`src/rtl/core/sss_pkg.sv`:
```
// Package for the sample set statistics core.
// Holds field widths, the group size limit and controller types.
// No dependencies.
package sss_pkg;

  localparam int unsigned SAMPLE_W  = 16;
  localparam int unsigned MAX_COUNT = 16;
  localparam int unsigned COUNT_W   = 5;
  localparam int unsigned SUM_W     = 21;
  localparam int unsigned SQ_W      = 35;
  localparam int unsigned MAG_W     = 20;
  localparam int unsigned PROD_W    = 40;
  localparam int unsigned NUM_W     = 39;
  localparam int unsigned FRAC_W    = 16;
  localparam int unsigned DIV_W     = NUM_W + FRAC_W;
  localparam int unsigned DEN_W     = 9;
  localparam int unsigned DCNT_W    = 6;
  localparam int unsigned MEAN_W    = 32;
  localparam int unsigned VAR_W     = 46;

  typedef enum logic [2:0] {
    ST_ACCUM,
    ST_MUL,
    ST_SUB,
    ST_DIV_MEAN,
    ST_SAVE_MEAN,
    ST_DIV_VAR,
    ST_COMMIT
  } state_e;

  typedef struct packed {
    logic acc;
    logic mul;
    logic sub;
    logic step;
    logic save_mean;
    logic commit;
  } cmd_t;

  typedef struct packed {
    logic div_last;
    logic out_free;
  } status_t;

endpackage

```
`src/rtl/core/sss_div.sv`:
```
// Restoring divider, one quotient bit per cycle while step_i is high.
// Depends on sss_pkg.
module sss_div (
  input  logic                      clk_i,
  input  logic                      rst_ni,
  input  logic                      load_i,
  input  logic                      step_i,
  input  logic [sss_pkg::DIV_W-1:0] dividend_i,
  input  logic [sss_pkg::DEN_W-1:0] divisor_i,
  output logic [sss_pkg::DIV_W-1:0] quotient_o,
  output logic                      last_o
);
  import sss_pkg::*;

  logic [DIV_W-1:0]  quo_q, quo_d;
  logic [DEN_W-1:0]  rem_q, rem_d;
  logic [DEN_W-1:0]  den_q;
  logic [DCNT_W-1:0] cnt_q;
  logic [DEN_W:0]    trial;
  logic              ge;

  always_comb begin
    trial = {rem_q, quo_q[DIV_W-1]};
    ge    = trial >= {1'b0, den_q};
    rem_d = ge ? DEN_W'(trial - {1'b0, den_q}) : DEN_W'(trial);
    quo_d = {quo_q[DIV_W-2:0], ge};
  end

  always_ff @(posedge clk_i or negedge rst_ni) begin
    if (!rst_ni) begin
      cnt_q <= '0;
    end else if (load_i) begin
      cnt_q <= '0;
    end else if (step_i) begin
      cnt_q <= cnt_q + DCNT_W'(1);
    end
  end

  always_ff @(posedge clk_i) begin
    if (load_i) begin
      quo_q <= dividend_i;
      rem_q <= '0;
      den_q <= divisor_i;
    end else if (step_i) begin
      quo_q <= quo_d;
      rem_q <= rem_d;
    end
  end

  assign quotient_o = quo_q;
  assign last_o     = cnt_q == DCNT_W'(DIV_W - 1);

endmodule

```
`src/rtl/core/sss_dpath.sv`:
```
// Datapath: accumulators, closing products, shared divider and result register.
// Depends on sss_pkg and sss_div.
module sss_dpath (
  input  logic                                clk_i,
  input  logic                                rst_ni,
  input  sss_pkg::cmd_t                       cmd_i,
  output sss_pkg::status_t                    status_o,
  input  logic signed [sss_pkg::SAMPLE_W-1:0] sample_i,
  output logic                                out_valid_o,
  input  logic                                out_stall_i,
  output logic signed [sss_pkg::SAMPLE_W-1:0] maximum_o,
  output logic signed [sss_pkg::SAMPLE_W-1:0] minimum_o,
  output logic signed [sss_pkg::MEAN_W-1:0]   mean_q16_o,
  output logic [sss_pkg::VAR_W-1:0]           variance_q16_o,
  output logic [sss_pkg::COUNT_W-1:0]         count_o,
  output logic                                too_many_o
);
  import sss_pkg::*;

  logic [COUNT_W-1:0]         cnt_q;
  logic                       ovf_q;
  logic signed [SUM_W-1:0]    sum_q;
  logic [SQ_W-1:0]            sumsq_q;
  logic signed [SAMPLE_W-1:0] max_q, min_q;
  logic signed [2*SAMPLE_W-1:0] sq;
  logic [SUM_W-1:0]           sum_abs;

  logic [PROD_W-1:0] prod_a_q, prod_b_q;
  logic [MAG_W-1:0]  smag_q;
  logic              neg_q;
  logic [DEN_W-1:0]  n2_q;
  logic [NUM_W-1:0]  num_q;
  logic [MEAN_W-1:0] mean_q, mq;

  logic              div_load;
  logic [DIV_W-1:0]  div_dividend;
  logic [DEN_W-1:0]  div_divisor;
  logic [DIV_W-1:0]  div_quo;
  logic              div_last;

  logic                       out_valid_q;
  logic signed [SAMPLE_W-1:0] out_max_q, out_min_q;
  logic [MEAN_W-1:0]          out_mean_q;
  logic [VAR_W-1:0]           out_var_q;
  logic [COUNT_W-1:0]         out_cnt_q;
  logic                       out_ovf_q;

  assign sq      = (2*SAMPLE_W)'(sample_i) * (2*SAMPLE_W)'(sample_i);
  assign sum_abs = sum_q[SUM_W-1] ? SUM_W'(-sum_q) : SUM_W'(sum_q);

  always_ff @(posedge clk_i or negedge rst_ni) begin
    if (!rst_ni) begin
      cnt_q   <= '0;
      ovf_q   <= 1'b0;
      sum_q   <= '0;
      sumsq_q <= '0;
      max_q   <= '0;
      min_q   <= '0;
    end else if (cmd_i.commit) begin
      cnt_q   <= '0;
      ovf_q   <= 1'b0;
      sum_q   <= '0;
      sumsq_q <= '0;
      max_q   <= '0;
      min_q   <= '0;
    end else if (cmd_i.acc) begin
      if (cnt_q < COUNT_W'(MAX_COUNT)) begin
        if (cnt_q == '0) begin
          max_q <= sample_i;
          min_q <= sample_i;
        end else begin
          if (sample_i > max_q) max_q <= sample_i;
          if (sample_i < min_q) min_q <= sample_i;
        end
        sum_q   <= sum_q + SUM_W'(sample_i);
        sumsq_q <= sumsq_q + SQ_W'(unsigned'(sq));
        cnt_q   <= cnt_q + COUNT_W'(1);
      end else begin
        ovf_q <= 1'b1;
      end
    end
  end

  always_ff @(posedge clk_i) begin
    if (cmd_i.mul) begin
      prod_a_q <= PROD_W'(cnt_q) * PROD_W'(sumsq_q);
      prod_b_q <= PROD_W'(sum_abs[MAG_W-1:0]) * PROD_W'(sum_abs[MAG_W-1:0]);
      smag_q   <= sum_abs[MAG_W-1:0];
      neg_q    <= sum_q[SUM_W-1];
      n2_q     <= DEN_W'(cnt_q) * DEN_W'(cnt_q);
    end
    if (cmd_i.sub) begin
      num_q <= NUM_W'(prod_a_q - prod_b_q);
    end
    if (cmd_i.save_mean) begin
      mean_q <= neg_q ? MEAN_W'(-mq) : mq;
    end
  end

  assign mq           = div_quo[MEAN_W-1:0];
  assign div_load     = cmd_i.sub | cmd_i.save_mean;
  assign div_dividend = cmd_i.save_mean ? {num_q, FRAC_W'(0)}
                                        : DIV_W'({smag_q, FRAC_W'(0)});
  assign div_divisor  = cmd_i.save_mean ? n2_q : DEN_W'(cnt_q);

  sss_div u_div (
    .clk_i      (clk_i),
    .rst_ni     (rst_ni),
    .load_i     (div_load),
    .step_i     (cmd_i.step),
    .dividend_i (div_dividend),
    .divisor_i  (div_divisor),
    .quotient_o (div_quo),
    .last_o     (div_last)
  );

  always_ff @(posedge clk_i or negedge rst_ni) begin
    if (!rst_ni) begin
      out_valid_q <= 1'b0;
    end else if (cmd_i.commit) begin
      out_valid_q <= 1'b1;
    end else if (!out_stall_i) begin
      out_valid_q <= 1'b0;
    end
  end

  always_ff @(posedge clk_i) begin
    if (cmd_i.commit) begin
      out_max_q  <= max_q;
      out_min_q  <= min_q;
      out_mean_q <= mean_q;
      out_var_q  <= div_quo[VAR_W-1:0];
      out_cnt_q  <= cnt_q;
      out_ovf_q  <= ovf_q;
    end
  end

  assign status_o.div_last = div_last;
  assign status_o.out_free = !out_valid_q || !out_stall_i;

  assign out_valid_o    = out_valid_q;
  assign maximum_o      = out_max_q;
  assign minimum_o      = out_min_q;
  assign mean_q16_o     = signed'(out_mean_q);
  assign variance_q16_o = out_var_q;
  assign count_o        = out_cnt_q;
  assign too_many_o     = out_ovf_q;

endmodule

```
`src/rtl/core/sss_ctrl.sv`:
```
// Controller: sequences accumulation, closing products and the two divisions.
// Depends on sss_pkg.
module sss_ctrl (
  input  logic             clk_i,
  input  logic             rst_ni,
  input  logic             in_valid_i,
  input  logic             last_i,
  output logic             in_stall_o,
  input  sss_pkg::status_t status_i,
  output sss_pkg::cmd_t    cmd_o
);
  import sss_pkg::*;

  state_e state_q, state_d;

  always_ff @(posedge clk_i or negedge rst_ni) begin
    if (!rst_ni) begin
      state_q <= ST_ACCUM;
    end else begin
      state_q <= state_d;
    end
  end

  always_comb begin
    state_d    = state_q;
    cmd_o      = '0;
    in_stall_o = 1'b1;
    unique case (state_q)
      ST_ACCUM: begin
        in_stall_o = 1'b0;
        cmd_o.acc  = in_valid_i;
        if (in_valid_i && last_i) state_d = ST_MUL;
      end
      ST_MUL: begin
        cmd_o.mul = 1'b1;
        state_d   = ST_SUB;
      end
      ST_SUB: begin
        cmd_o.sub = 1'b1;
        state_d   = ST_DIV_MEAN;
      end
      ST_DIV_MEAN: begin
        cmd_o.step = 1'b1;
        if (status_i.div_last) state_d = ST_SAVE_MEAN;
      end
      ST_SAVE_MEAN: begin
        cmd_o.save_mean = 1'b1;
        state_d         = ST_DIV_VAR;
      end
      ST_DIV_VAR: begin
        cmd_o.step = 1'b1;
        if (status_i.div_last) state_d = ST_COMMIT;
      end
      ST_COMMIT: begin
        if (status_i.out_free) begin
          cmd_o.commit = 1'b1;
          state_d      = ST_ACCUM;
        end
      end
      default: state_d = ST_ACCUM;
    endcase
  end

endmodule

```
`src/rtl/core/sample_set_statistics_core.sv`:
```
// Sample set statistics core: each accepted sample, up to the group size limit,
// is folded into the sums, maximum and minimum. After the sample flagged last,
// the input stalls while the closing products are formed and a shared restoring
// divider, one quotient bit per cycle over 55 bits, yields the mean and then the
// variance, and until the result register is free. The result register then
// holds the result while the next group is accepted.
// Depends on sss_pkg, sss_ctrl and sss_dpath.
module sample_set_statistics_core (
  input  logic                                clk_i,
  input  logic                                rst_ni,
  input  logic                                in_valid_i,
  output logic                                in_stall_o,
  input  logic signed [sss_pkg::SAMPLE_W-1:0] sample_i,
  input  logic                                last_i,
  output logic                                out_valid_o,
  input  logic                                out_stall_i,
  output logic signed [sss_pkg::SAMPLE_W-1:0] maximum_o,
  output logic signed [sss_pkg::SAMPLE_W-1:0] minimum_o,
  output logic signed [sss_pkg::MEAN_W-1:0]   mean_q16_o,
  output logic [sss_pkg::VAR_W-1:0]           variance_q16_o,
  output logic [sss_pkg::COUNT_W-1:0]         count_o,
  output logic                                too_many_o
);
  import sss_pkg::*;

  cmd_t    cmd;
  status_t status;

  sss_ctrl u_ctrl (
    .clk_i      (clk_i),
    .rst_ni     (rst_ni),
    .in_valid_i (in_valid_i),
    .last_i     (last_i),
    .in_stall_o (in_stall_o),
    .status_i   (status),
    .cmd_o      (cmd)
  );

  sss_dpath u_dpath (
    .clk_i          (clk_i),
    .rst_ni         (rst_ni),
    .cmd_i          (cmd),
    .status_o       (status),
    .sample_i       (sample_i),
    .out_valid_o    (out_valid_o),
    .out_stall_i    (out_stall_i),
    .maximum_o      (maximum_o),
    .minimum_o      (minimum_o),
    .mean_q16_o     (mean_q16_o),
    .variance_q16_o (variance_q16_o),
    .count_o        (count_o),
    .too_many_o     (too_many_o)
  );

endmodule

```
`config.mk`:
```
export PLATFORM = sky130hd
export DESIGN_NAME = sample_set_statistics_core
export DESIGN_NICKNAME = d
export VERILOG_FILES = /design/src/rtl/core/sss_pkg.sv /design/src/rtl/core/sss_div.sv /design/src/rtl/core/sss_dpath.sv /design/src/rtl/core/sss_ctrl.sv /design/src/rtl/core/sample_set_statistics_core.sv
export SDC_FILE = /design/constraint.sdc
export NUM_CORES = 2
export LEC_CHECK = 0
export ABC_CLOCK_PERIOD_IN_PS = 13600
export BUFFER_PORTS_ARGS = -buffer_cell sky130_fd_sc_hd__buf_2
export CORE_ASPECT_RATIO = 0.75
export CORE_UTILIZATION = 50
export CTS_CLUSTER_DIAMETER = 30
export DETAILED_ROUTE_END_ITERATION = 8
export PLACE_DENSITY = 0.77
export SLEW_MARGIN = 20
export SYNTH_ARGS = -nofsm -noshare
export SYNTH_HDL_FRONTEND = slang
export SYNTH_SLANG_ARGS = --single-unit
```
`constraint.sdc`:
```
create_clock -name clk_i -period 13.6 [get_ports clk_i]
set_input_delay 2.72 -clock clk_i [delete_from_list [all_inputs] [get_ports clk_i]]
set_output_delay 2.72 -clock clk_i [all_outputs]
set_load 0.005 [all_outputs]
```
# Word-level counts from Yosys, hierarchy flattened
# Cells that the tools add are included.
[totals]
ff_bits = 472
latchBits = 0
mem_bits_rw = 0
rom_bits = 0
input_bits = 21
output_inout_bits = 118
elab_cells = 119
memories = 0
[op_classes]
addsub = 8
n_mul = 4
n_div = 0
order_cmp = 4
eq_ne = 13
n_shift = 0
mux = 46
n_bitwise = 1
reduce_logical = 17
[ops]
columns = ["cell", "count"]
rows = [
  ["two-way mux 55 bit", 3],
  ["two-way mux 16 bit", 10],
  ["two-way mux 35 bit", 3],
  ["two-way mux 21 bit", 3],
  ["multiplier 20 x 20 -> 39 bit", 1],
  ["multiplier 5 x 35 -> 39 bit", 1],
  ["subtractor 39 bit", 1],
  ["adder 35 x 32 -> 35 bit", 1],
  ["multiplier 16 x 16 -> 32 bit", 1],
  ["two-way mux 32 bit", 1],
  ["negator 32 bit", 1],
  ["adder 21 x 16 -> 21 bit", 1],
  ["case mux 3 bit (7 select lines)", 1],
  ["two-way mux 20 bit", 1],
  ["two-way mux 5 bit", 4],
  ["negator 20 bit", 1],
  ["greater-than comparator 16 bit", 1],
  ["< comparator 16 bit", 1],
  ["two-way mux 1 bit", 13],
  ["two-way mux 3 bit", 4],
  ["two-way mux 6 bit", 2],
  ["greater-or-equal comparator 10 x 9 -> 1 bit", 1],
  ["== test 3 bit (second input constant)", 3],
  ["multiplier 5 x 5 -> 9 bit", 1],
  ["22 further kinds", 33],
]

# Longest topological paths before layout
[depth]
depth_word = 6
depth_mapped = 38
ltp_nobuf = 36

# Modules after synthesis
# From an unflattened synthesis, not the netlist that was laid out.
[hier_totals]
hier_cells = 4908
hier_area_um2 = 49043.3
[by_module_without_submodules]
columns = ["mod", "instances", "cells_per_inst", "area_each_um2", "seq_area_each_um2"]
rows = [
  ["sss_dpath", 1, 4612, 45045.7, 11145.7],
  ["sss_div", 1, 269, 3757.4, 2252.2],
  ["sss_ctrl", 1, 27, 240.2, 75.1],
]

# Worst setup path after synthesis
# Ideal clock, no wire load.
[synth_path]
path_type = "in2reg"
startpoint = "input port sample_i[15] in the netlist's numbering"
endpoint = "register u_dpath.sumsq_q[33]"
setup_time_ns = 0.307
arrival_time_ns = 10.062
required_ns = 13.293
path_slack_ns = 3.230
stages = 33
n_path_buf = 2
path_cell_list = "clkbuf_1 clkbuf_1 nand2_1 fa_1 inv_1 fa_1 fa_1 fa_1 fa_1 inv_1 fa_1 inv_1 ha_1 a21o_1 a21oi_1 nand2_1 a211oi_1 nor2_1 a21o_1 a21oi_1 xnor2_1 ha_1 a21oi_1 o21ai_0 or3_1 inv_1 a211oi_1 o31ai_1 a21oi_1 o2111a_1 o211a_1 xnor2_1 nor2_1"
[synth_via]
elab_chain_cells = 5
[synth_rtl]
columns = ["element", "line", "source"]
rows = [
  ["start, declared", "sample_set_statistics_core.sv:13", "input logic signed [sss_pkg::SAMPLE_W-1:0] sample_i,"],
  ["multiplier 16 x 16 -> 32 bit", "sss_dpath.sv:48", "assign sq = (2*SAMPLE_W)'(sample_i) * (2*SAMPLE_W)'(sample_i);"],
  ["adder 35 x 32 -> 35 bit", "sss_dpath.sv:76", "sumsq_q <= sumsq_q + SQ_W'(unsigned'(sq));"],
  ["two-way mux 35 bit", "sss_dpath.sv:67", "if (cnt_q < COUNT_W'(MAX_COUNT)) begin"],
  ["two-way mux 35 bit", "sss_dpath.sv:66", "end else if (cmd_i.acc) begin"],
  ["two-way mux 35 bit", "sss_dpath.sv:59", "end else if (cmd_i.commit) begin"],
  ["end signal, assigned", "sss_dpath.sv:76", ""],
  ["end, declared", "sss_dpath.sv:23", "logic [SQ_W-1:0] sumsq_q;"],
]
# No other way between the ends. The select of a mux whose other input is x is not followed.
# A chain may end at the register's enable or synchronous reset.

# Worst setup path in the final report
# Same ends and word-level chain as after synthesis.

==> impl_metrics.yaml <==
global_route:
  grt_usage: 0.233
  antenna_found_initial: 2
  grt_max_degree: 82
  grt_first_pass_wirelength_um: 180000
  grt_pass1_vias: 34550
  grt_overflow: 0
worst_setup_path:
  cpMostUsedCell: "inv_1"
  r2r_cells: 32
  startpoint_type: "input port"
  arrival_ns: 11.36
  worstPathRequired_ns: 14.11
  critPathCapture: "u_dpath.sumsq_q[33]"
  criticalPathCategory: "input port to register"
  cp-end-kind: "register"
  cp_max_fo: 31
  regToRegEndpoint: "u_dpath.prod_b_q[37]"
  ff2ff_setup_slack_ns: 3.74
  critPathLaunch: "sample_i[15]"
  rr_startpoint: "u_dpath.sum_q[0]"
  worst_path_max_delay_cell: "fa_1"
  slowest_delay_ns: 0.55
job:
  max_cap_viol_count: 0
final_layout:
  utilization: 0.563
  drive_gt1_frac: 0.0755
  syn_to_final_growth_pct: 10.9
  fill_cells: 7676
  nets: 5901
  diodes: 0
clocking:
  post_cts_buffers: 0
  cts_tree: "yes"
  clockBufferDepth: 3
  cts_resized: 0
  ctsHoldBuffers: 0
  cts.sinks: 469
  clkSlewWorstSetupHoldPaths_ns: 0.05
  cts_root_buf: "clkbuf_16"
  htreeDepth: 3
  clkLatencyLatePin_ns: 0.68
  numCtsBuffers: 90
timing:
  slew_headroom: 0.296
  final_max_slew_viol_count: 0
  period_share: 0.798
  fin_worst_skew_ns: 0.0958
  clock.fmax_mhz: 92.2
  rsz0062_at_grt: "no"
  tns_ns: 0
  finalCriticalPeriod_ns: 10.85
  setup_viol: 0
  worst_pin_slew_ns: 1.06
  timing_hold_violations_final: 0
placed_design:
  place.port_buffers: 138
  place_congestion: 0.939
  dp_hpwl_um: 84600
die:
  coreArea_mm2: 0.0938
  rows: 97
  die_y_um: 269
  io_pins: 139
  die_w_um: 358
  die_area_mm2: 0.0965
  initial_core_util: 0.508
logic_synthesis:
  synth_top_cell_area_share: 0.259
  synth.largest_area_cell: "fa_1"
  yosysUniqueCellTypes: 83
  netlist_area_mm2: 0.0476
  synthArstFlopShare: 0.222
  synth_ff_type: "edfxtp_1"
  synth_area_leaders: "fa_1 (26%), edfxtp_1 (22%), ha_1 (11%)"
  yosys_warnings: 0
  synth_fp_nets: 5763
  seq_area_frac_synth: 0.283
  synth_cells: 4696
  ys_ff_latch: 469
  syn_area_per_cell_um2: 10.1
  synth_edf_count: 356
detailed_routing:
  ant_nets: 0
  finalWirelength_um: 110000
  drt_iter0_markers: 2856
  drc_errors: 0
  via_count: 33672
  first_pass_iters: 6
  wire_per_inst_um: 17.9
  via_per_inst: 5.48
worst_hold_path:
  worstHoldStart: "u_dpath.mean_q[25]"
  min_path_type: "register to register"
status:
  outcome: "finished, final reports clean"
[cells in the final DEF, fill, tap and decap left out, drive strengths merged, types with 108 or more instances in the layout]
master	instances
and2	139
clkbuf	110
ha	430
nand2	397
inv	948
a21o	108
fa	616
edfxtp	356
buf	178
a21oi	175
xnor2	196
o21ai	200
nor2	261
[worst min path at each step]
stage / endpoint / cells after the start
floorplan: u_dpath.mean_q16_o[0] / 0
global placement: u_dpath.mean_q16_o[0] / 0
detailed placement: u_dpath.mean_q16_o[0] / 0
CTS: u_dpath.mean_q16_o[25] / 0
global route: u_dpath.mean_q16_o[25] / 0
finish: u_dpath.mean_q16_o[25] / 0
[logic make-up after synthesis]
kind of cell,share of synthesized area
adder cells (fa/ha/maj),0.372
buffers and inverters,0.0853
AO/OA/AOI/OAI,0.0987
XOR/XNOR,0.0497
flip-flops,0.283
multiplexers,0.00623
AND/OR/NAND/NOR,0.105
[Yosys cell counts, drive strengths merged (13+ instances only)]
cell / number
nand3: 100
nand2b: 41
xor2: 74
o21ai: 200
nor2b: 27
nor2: 261
o21bai: 38
a31oi: 15
xnor2: 196
clkbuf: 126
inv: 939
or3: 21
dfrtp: 104
a31o: 13
o31ai: 22
ha: 430
o21a: 22
a211oi: 16
a21oi: 175
fa: 616
edfxtp: 356
nor3: 29
a21o: 108
and2: 139
and3: 16
a22o: 37
nand2: 397
mux2i: 25
nand4: 22
[state kept, by name (all words and copies together) (netlist names), 3 cells and up]
| name | flops |
|---|---|
| u_dpath.u_div.den_q | 9 |
| u_dpath.num_q | 39 |
| u_dpath.mean_q16_o | 32 |
| u_dpath.cnt_q | 5 |
| u_dpath.n2_q | 8 |
| u_dpath.max_q | 16 |
| u_dpath.mean_q | 32 |
| u_ctrl.state_q | 3 |
| u_dpath.maximum_o | 16 |
| u_dpath.prod_b_q | 37 |
| u_dpath.min_q | 16 |
| u_dpath.count_o | 5 |
| u_dpath.sum_q | 21 |
| u_dpath.u_div.cnt_q | 6 |
| u_dpath.u_div.rem_q | 9 |
| u_dpath.prod_a_q | 39 |
| u_dpath.minimum_o | 16 |
| u_dpath.sumsq_q | 35 |
| u_dpath.smag_q | 20 |
| u_dpath.u_div.quotient_o | 55 |
| u_dpath.variance_q16_o | 46 |
[layer usage]
layer / track usage / up-vias / share of wire / wire, µm
met5: 0 / - / 0.000073 / 8
met2: 0.363 / 1246 / 0.46 / 50500
met4: 0.0545 / 2 / 0.018 / 1990
li1: - / 15492 / - / -
met3: 0.0443 / 172 / 0.082 / 9000
met1: 0.337 / 16760 / 0.44 / 48700
[area by class of cell]
class / count / area (µm²) / area share
timing repair buffer: 178 / 993 / 0.0188
clock inverter: 59 / 754 / 0.0143
inverter: 948 / 3570 / 0.0675
sequential: 469 / 13500 / 0.255
multi-input combinational: 3147 / 30100 / 0.571
clock buffer: 110 / 2340 / 0.0443
tap: 1237 / 1550 / 0.0293
[metrics by stage]
| stage | area, µm² | worst slack, ns | hold WS (ns) | cells |
|---|---|---|---|---|
| 2_1_floorplan | 47600 | 3.23 | 0.400 | 4696 |
| 3_3_place_gp | 49700 | 2.38 | 0.403 | 5979 |
| 3_5_place_dp | 49700 | 2.23 | 0.405 | 5979 |
| 4_1_cts | 52800 | 2.89 | 0.416 | 6148 |
| 5_1_grt | 52800 | 2.18 | 0.422 | 6148 |
| 6_report | 52800 | 2.75 | 0.414 | 6148 |
[critical path, delay by kind of cell]
kind	cells	cell delay [ns]
xor+xnor	3	0.27
buf+inv	7	1.22
compound gates	12	2.74
fa+ha+maj	8	3.62
simple gates	6	0.77
Power is not shown: default switching activity piles up to over one toggle a cycle in this logic, so the estimate is an artifact.
